===== src/rtl/core/sliding_window_median_defines.svh =====
// ----------------------------------------------------------------------------
// Sliding window median: assertion macros
// Property shorthands for the checks at the end of the top level. They refer to
// clk and arst_n of the module that uses them.
// ----------------------------------------------------------------------------
`ifndef SLIDING_WINDOW_MEDIAN_DEFINES_SVH
`define SLIDING_WINDOW_MEDIAN_DEFINES_SVH

// Consequent must hold in the same cycle as the antecedent
`define SWM_ASSERT_NOW(lbl, ante, cons, msg) \
	lbl: assert property (@(posedge clk) disable iff (!arst_n) (ante) |-> (cons)) \
		else $error(msg);

// Consequent must hold in the cycle after the antecedent
`define SWM_ASSERT_NEXT(lbl, ante, cons, msg) \
	lbl: assert property (@(posedge clk) disable iff (!arst_n) (ante) |=> (cons)) \
		else $error(msg);

`endif


===== src/rtl/core/swm_pkg.sv =====
// ----------------------------------------------------------------------------
// Sliding window median package
// Sizes, sample and index types, and the control bundle shared by the cells.
// ----------------------------------------------------------------------------
package swm_pkg;

	localparam int MAX_WINDOW   = 64;
	localparam int SAMPLE_WIDTH = 32;
	localparam int CFG_W        = 7;
	localparam int IDX_W        = $clog2(MAX_WINDOW);
	localparam int CNT_W        = $clog2(MAX_WINDOW + 1);

	typedef logic signed [SAMPLE_WIDTH-1:0] sample_t;
	typedef logic [IDX_W-1:0]               idx_t;
	typedef logic [CNT_W-1:0]               cnt_t;
	typedef logic [CFG_W-1:0]               cfg_t;

	// Broadcast from the sequencer to every cell
	typedef struct packed {
		logic    shift;   // take in a new sample, restart the rank count
		logic    rotate;  // advance the probe ring and compare against bc_val
		sample_t bc_val;  // probe value seen by all cells this cycle
		idx_t    bc_age;  // age of that probe value
		cnt_t    win_k;   // effective window length
		idx_t    tgt;     // rank of the lower median
	} swm_cell_ctrl_t;

	// Clamp the window length register to 1..MAX_WINDOW
	function automatic cnt_t eff_k(cfg_t w);
		if (w == '0) begin
			return CNT_W'(1);
		end else if (int'(w) > MAX_WINDOW) begin
			return CNT_W'(MAX_WINDOW);
		end
		return CNT_W'(w);
	endfunction

endpackage


===== src/rtl/core/swm_cell.sv =====
// ----------------------------------------------------------------------------
// Sliding window median cell
// Holds one sample of the age-ordered window, a probe value on a ring and the
// rank of its own sample among the window.
// ----------------------------------------------------------------------------
module swm_cell (
	input  logic                   clk,
	input  logic                   arst_n,
	input  swm_pkg::swm_cell_ctrl_t ctrl,
	input  swm_pkg::idx_t          idx,       // age of the sample held here
	input  swm_pkg::sample_t       shift_in,  // sample from the younger neighbour
	input  swm_pkg::sample_t       probe_in,  // probe from the next cell on the ring
	output swm_pkg::sample_t       val,
	output swm_pkg::sample_t       probe,
	output logic                   hit
);
	import swm_pkg::*;

	sample_t val_q;
	sample_t probe_q;
	idx_t    rank_q;
	logic    less;
	logic    in_win;

	// Ties break on age so that every rank is taken exactly once
	assign less   = (ctrl.bc_val < val_q) ||
	                ((ctrl.bc_val == val_q) && (ctrl.bc_age < idx));
	assign in_win = CNT_W'(idx) < ctrl.win_k;
	assign hit    = in_win && (rank_q == ctrl.tgt);
	assign val    = val_q;
	assign probe  = probe_q;

	always_ff @(posedge clk) begin
		if (ctrl.shift) begin
			val_q   <= shift_in;
			probe_q <= shift_in;
		end else if (ctrl.rotate) begin
			probe_q <= probe_in;
		end
	end

	always_ff @(posedge clk or negedge arst_n) begin
		if (!arst_n) begin
			rank_q <= '0;
		end else if (ctrl.shift) begin
			rank_q <= '0;
		end else if (ctrl.rotate) begin
			rank_q <= rank_q + IDX_W'(less);
		end
	end

endmodule


===== config.mk =====
export PLATFORM = sky130hd
export DESIGN_NAME = swm_cell
export DESIGN_NICKNAME = d
export VERILOG_FILES = /design/src/rtl/core/sliding_window_median_defines.svh /design/src/rtl/core/swm_pkg.sv /design/src/rtl/core/swm_cell.sv
export SDC_FILE = /design/constraint.sdc
export NUM_CORES = 1
export LEC_CHECK = 0
export BUFFER_PORTS_ARGS = -buffer_cell sky130_fd_sc_hd__clkbuf_2
export CAP_MARGIN = 5
export CELL_PAD_IN_SITES_DETAIL_PLACEMENT = 0
export CELL_PAD_IN_SITES_GLOBAL_PLACEMENT = 1
export CORE_AREA = 2 2 103 105
export CTS_CLUSTER_DIAMETER = 50
export DETAILED_ROUTE_END_ITERATION = 6
export DIE_AREA = 0 0 105 107
export PLACE_DENSITY_LB_ADDON = 0.1
export SYNTH_ARGS = -nofsm -noshare
export SYNTH_HDL_FRONTEND = slang
export SYNTH_SLANG_ARGS = --single-unit

===== constraint.sdc =====
create_clock -name clk -period 5.2 [get_ports clk]
set_input_delay 1.04 -clock clk [delete_from_list [all_inputs] [get_ports clk]]
set_output_delay 1.04 -clock clk [all_outputs]
set_load 0.005 [all_outputs]

Word-level counts from Yosys, hierarchy flattened
Index checks and enable logic that the tools add are counted.
W data, S select, Z words.
{"block": "classes", "add_sub_neg": 1, "magnitude_cmp": 3, "n_eq_ne": 2, "muxes": 4, "n_reduce_logical": 4}
{"cell": "$mux W32", "n": 2}
{"cell": "$eq A32 B32 Y1", "n": 1}
{"cell": "$lt A32 B32 Y1", "n": 1}
{"cell": "$mux W6", "n": 2}
{"cell": "$lt A6 B7 Y1", "n": 1}
{"cell": "$add A6 B1 Y6", "n": 1}
{"cell": "$eq A6 B6 Y1", "n": 1}
{"cell": "$lt A6 B6 Y1", "n": 1}
{"cell": "$logic_and A1 B1 Y1", "n": 2}
{"cell": "$reduce_bool A2 Y1", "n": 1}
{"cell": "$logic_or A1 B1 Y1", "n": 1}
{"block": "totals", "ff_bits": 70, "inputBits": 125, "out_inout_bits": 65, "elab_cells": 17}

Depth between registers and ports, before layout
{"block": "logic_depth", "word_depth": 6, "mapped_depth": 13, "depth_no_buf": 13}

Worst setup path after synthesis
OpenSTA, ideal clock, no wires.
{"block": "synth_path", "path_kind": "input port to output port", "start": "input ctrl[7] (netlist name)", "end": "output hit", "t_arrival_ns": 2.143, "required_ns": 4.160, "path_slack_ns": 2.017, "cell_stages": 7, "n_path_buf": 0, "path_cell_list": "inv_1 > ha_1 > a21o_1 > a21o_1 > a21o_1 > a21o_1 > a31oi_1"}
{"block": "synth_via", "elab_chain_len": 2}
{"item": "start: declaration", "line_no": "swm_cell.sv:9", "source": "input swm_pkg::swm_cell_ctrl_t ctrl,"}
{"item": "$lt A6 B7 Y1", "line_no": "swm_cell.sv:28", "source": "assign in_win = CNT_W'(idx) < ctrl.win_k;"}
{"item": "$logic_and A1 B1 Y1", "line_no": "swm_cell.sv:29", "source": "assign hit = in_win && (rank_q == ctrl.tgt);"}
{"item": "end: declaration", "line_no": "swm_cell.sv:15", "source": "output logic hit"}
No other way between the ends.

Worst setup path in the final report
Same ends and word-level chain as after synthesis.

==> summary.md <==
| Metric | Value |
|---|---|
| Critical path type | in2out |
| Placed cells | 603 |
| Synth top area share | 0.514 |
| CTS root buffer | clkbuf_8 |
| Status | finished, final reports clean |
| Die footprint | approximately 11000 µm² |
| Fmax | around 290 MHz |
| Arr. time, crit path | about 2.4 ns |
| Core Footprint | ~10000 µm² |
| First-pass GRT wire length | between 10 and 15 mm |
| Crit path max fanout | 1 |
| GPL Wtd Cong | ~0.74 |
| Number of gates resized after CTS | 0 |
| Row count | 37 |
| Mapped Cells | 281 |
| Starting Density | 0.371 |
| Via count | 2845 |
| Max cap viols | 0 |
| Fin util | 0.498 |
| Power Density | around 270 nW/µm² |
| Share of layout cells above drive strength 1 | 0.503 |
| Slew HR | 0.440 |
| Syn-to-layout area delta | 34.4% |
| Setup violators final | 0 |
| HP Class | in2async |
| Final std cells w/o fill | just over 600 |
| CTS max path bufs | 2 |
| P_leak | roughly 2.5 nW |
| # hold bufs at CTS | 0 |
| Num CTS Buffers | 9 |
| Worst vdd ir | approximately 0.00014 V |
| GRT overflow | 0 |
| Initial antenna violation count | 0 |
| Slew @ Worst Pin | 0.839 ns |
| Maximum number of pins on one net before global-route repair | 43 |
| Via density per instance | between 4 and 5 |
| Clock-pin slew on the worst setup and hold paths | roughly 0.080 ns |
| Largest area contributor in the netlist | edfxtp_1 |
| Filler instances | roughly 1000 |
| Routed len/inst | around 14 µm |
| # H-tree levels | 3 |
| Total Wirelength | approximately 9 mm |
| Min Tclk post-route | roughly 3.4 ns |
| Drt pass-1 iters | 4 |
| Starting DRT DRC Count | 75 |
| # diodes | 0 |
| Vias in the first global route | approximately 3000 |
| Die X | ~110 µm |
| Endpoints failing hold | 0 |
| Final Skew | 0.00913 ns |
| Fin nets | between 600 and 700 |
| Boundary pin count | 190 |
| Multi-input logic area | ~1500 µm² |
| Yosys cell types | 33 |
| Worst Path Required | 4.16 ns |
| DP HPWL | 7.17 mm |
| Final worst-path cycle share | 0.662 |
| Syn nets | 450 |
| Post-route ant nets | 0 |
| Post-Syn Area | around 3700 µm² |
| Synth area leaders | edfxtp_1 51%, ha_1 15%, mux2_2 9.6%, inv_1 4.3%, dfrtp_1 4.0% |
| # clock sinks | 70 |
| Seq/Total Area, Yosys | 0.554 |
| Seq. cell area | 2070 µm² |
| # DRC | 0 |
| CP Capture Type | output port |
| Area of placed instances | 4850 µm² |
| Clock tree from TritonCTS | yes |
| RSZ-0062 raised after global routing | no |
| Syn avg cell area | around 13 µm² |
| Crit start category | input port |
| Port buffer count | about 190 |
| Yosys warnings | 0 |
| Worst skew pair latency | 0.34 ns |
| Total global-route track usage | 0.160 |
| Die Ht | between 100 and 150 µm |
| # Post-CTS Setup Buffers | 0 |
| Flops & latches, synth | 70 |
| Max Slew Vio Count | 0 |
| Sum of negative setup slack | 0 ns |
| Fin area | between 5000 and 6000 µm² |
==> routing by layer <==
layer | track usage | share of wire
met3 | 0.0675 | 0.088
met4 | 0.0429 | 0.0071
met1 | 0.189 | 0.42
met2 | 0.268 | 0.48
met5 | 0 | 0
==> final timing paths <==
check / slack, ns / cells after the start / startpoint / to
setup / recovery: 1.76 / 9 / ctrl[7] / hit
hold / removal: 0.51 / 1 / arst_n / rank_q[5]
setup reg to reg: 2.29 / 11 / val[31] / rank_q[5]
hold reg to reg: 0.60 / 2 / rank_q[5] / rank_q[5]
max in group asynchronous: 4.54 / 1 / arst_n / rank_q[1]
min in group clk: 0.60 / 2 / rank_q[5] / rank_q[5]
==> synthesized netlist by cell type <==
library cell,instances
a2111oi_0,1
a2111oi_4,1
a211oi_1,1
a21boi_2,1
a21o_1,10
a21oi_1,15
a221o_1,1
a31oi_1,1
buf_2,2
clkbuf_1,2
dfrtp_1,6
edfxtp_1,64
ha_1,44
inv_1,43
mux2_2,32
mux2i_1,2
nand2_1,7
nand2b_1,2
nand3_1,6
nand4_1,10
nor2_1,7
nor2b_1,2
nor4_1,1
nor4_2,1
o2111ai_1,1
o211ai_1,1
o21a_1,2
o21ai_0,3
o31ai_2,1
or2_2,1
or3_1,1
xnor2_1,3
xor2_1,6
==> flip-flops by register name (all words and copies together), names as in the netlist <==
register,count
val,32
rank_q,6
probe,32
==> layout make-up <==
cell class | count | share of cell area
inverters | 43 | 0.0321
clock buffers | 9 | 0.0246
flip-flops and latches | 70 | 0.412
repair buffers | 190 | 0.190
well taps | 136 | 0.0338
clock inverters | 7 | 0.0112
multi-input cells | 164 | 0.297
==> cell usage in the layout, fill, tap and decap left out <==
| cell | n |
|---|---|
| clkinv_2 | 1 |
| edfxtp_1 | 64 |
| a21boi_2 | 1 |
| nand4_1 | 10 |
| nor2_1 | 7 |
| clkinv_4 | 3 |
| nand2_1 | 7 |
| clkinvlp_4 | 1 |
| nor4_2 | 1 |
| o21ai_0 | 3 |
| dfrtp_1 | 6 |
| xnor2_1 | 3 |
| clkbuf_2 | 188 |
| o31ai_2 | 1 |
| a31oi_1 | 1 |
| a211oi_1 | 1 |
| inv_6 | 2 |
| a21oi_1 | 15 |
| buf_2 | 1 |
| o21a_1 | 2 |
| or2_2 | 1 |
| mux2i_1 | 2 |
| ha_1 | 44 |
| a2111oi_0 | 1 |
| nor2b_1 | 2 |
| or3_1 | 1 |
| nand2b_1 | 2 |
| inv_1 | 43 |
| o211ai_1 | 1 |
| nor4_1 | 1 |
| buf_4 | 1 |
| xor2_1 | 6 |
| mux2_2 | 32 |
| a21o_1 | 10 |
| o2111ai_1 | 1 |
| nand3_1 | 6 |
| clkbuf_8 | 9 |
| a221o_1 | 1 |
| a2111oi_4 | 1 |
==> worst max-delay path, stage by stage <==
cell and delay [ns]:
clkbuf_2 0.07, inv_1 0.03, ha_1 0.28, a21o_1 0.15
a21o_1 0.18, a21o_1 0.17, a21o_1 0.17, a31oi_1 0.17
clkbuf_2 0.14
==> per-stage QoR <==
step / total power, mW / hold slack [ns] / worst slack [ns]
3_5_place_dp: 0.955 / 0.588 / 1.54
6_report: 1.34 / 0.506 / 1.76
5_1_grt: 1.42 / 0.498 / 1.70
4_1_cts: 1.37 / 0.492 / 1.75
3_3_place_gp: 0.948 / 0.563 / 1.63
2_1_floorplan: 0.819 / 0.536 / 2.02
==> cells by family (layout without fill, tap and decap cells) <==
logic type / count (synthesis) / after routing / synth area share
adders and majority gates: 44 / 44 / 0.147
AOI/OAI and AO/OA: 39 / 39 / 0.0749
xor gates and xnor gates: 9 / 9 / 0.0211
buffers and inverters: 47 / 249 / 0.0478
muxes: 34 / 34 / 0.102
and+or+nand+nor: 38 / 38 / 0.0538
DFF: 70 / 70 / 0.554
==> power breakdown <==
part | internal (mW) | switching (mW) | total, mW
Clock | 0.178 | 0.230 | 0.408
Sequential | 0.672 | 0.0200 | 0.692
Combinational | 0.128 | 0.117 | 0.245
(Power assumes the default switching activity.)
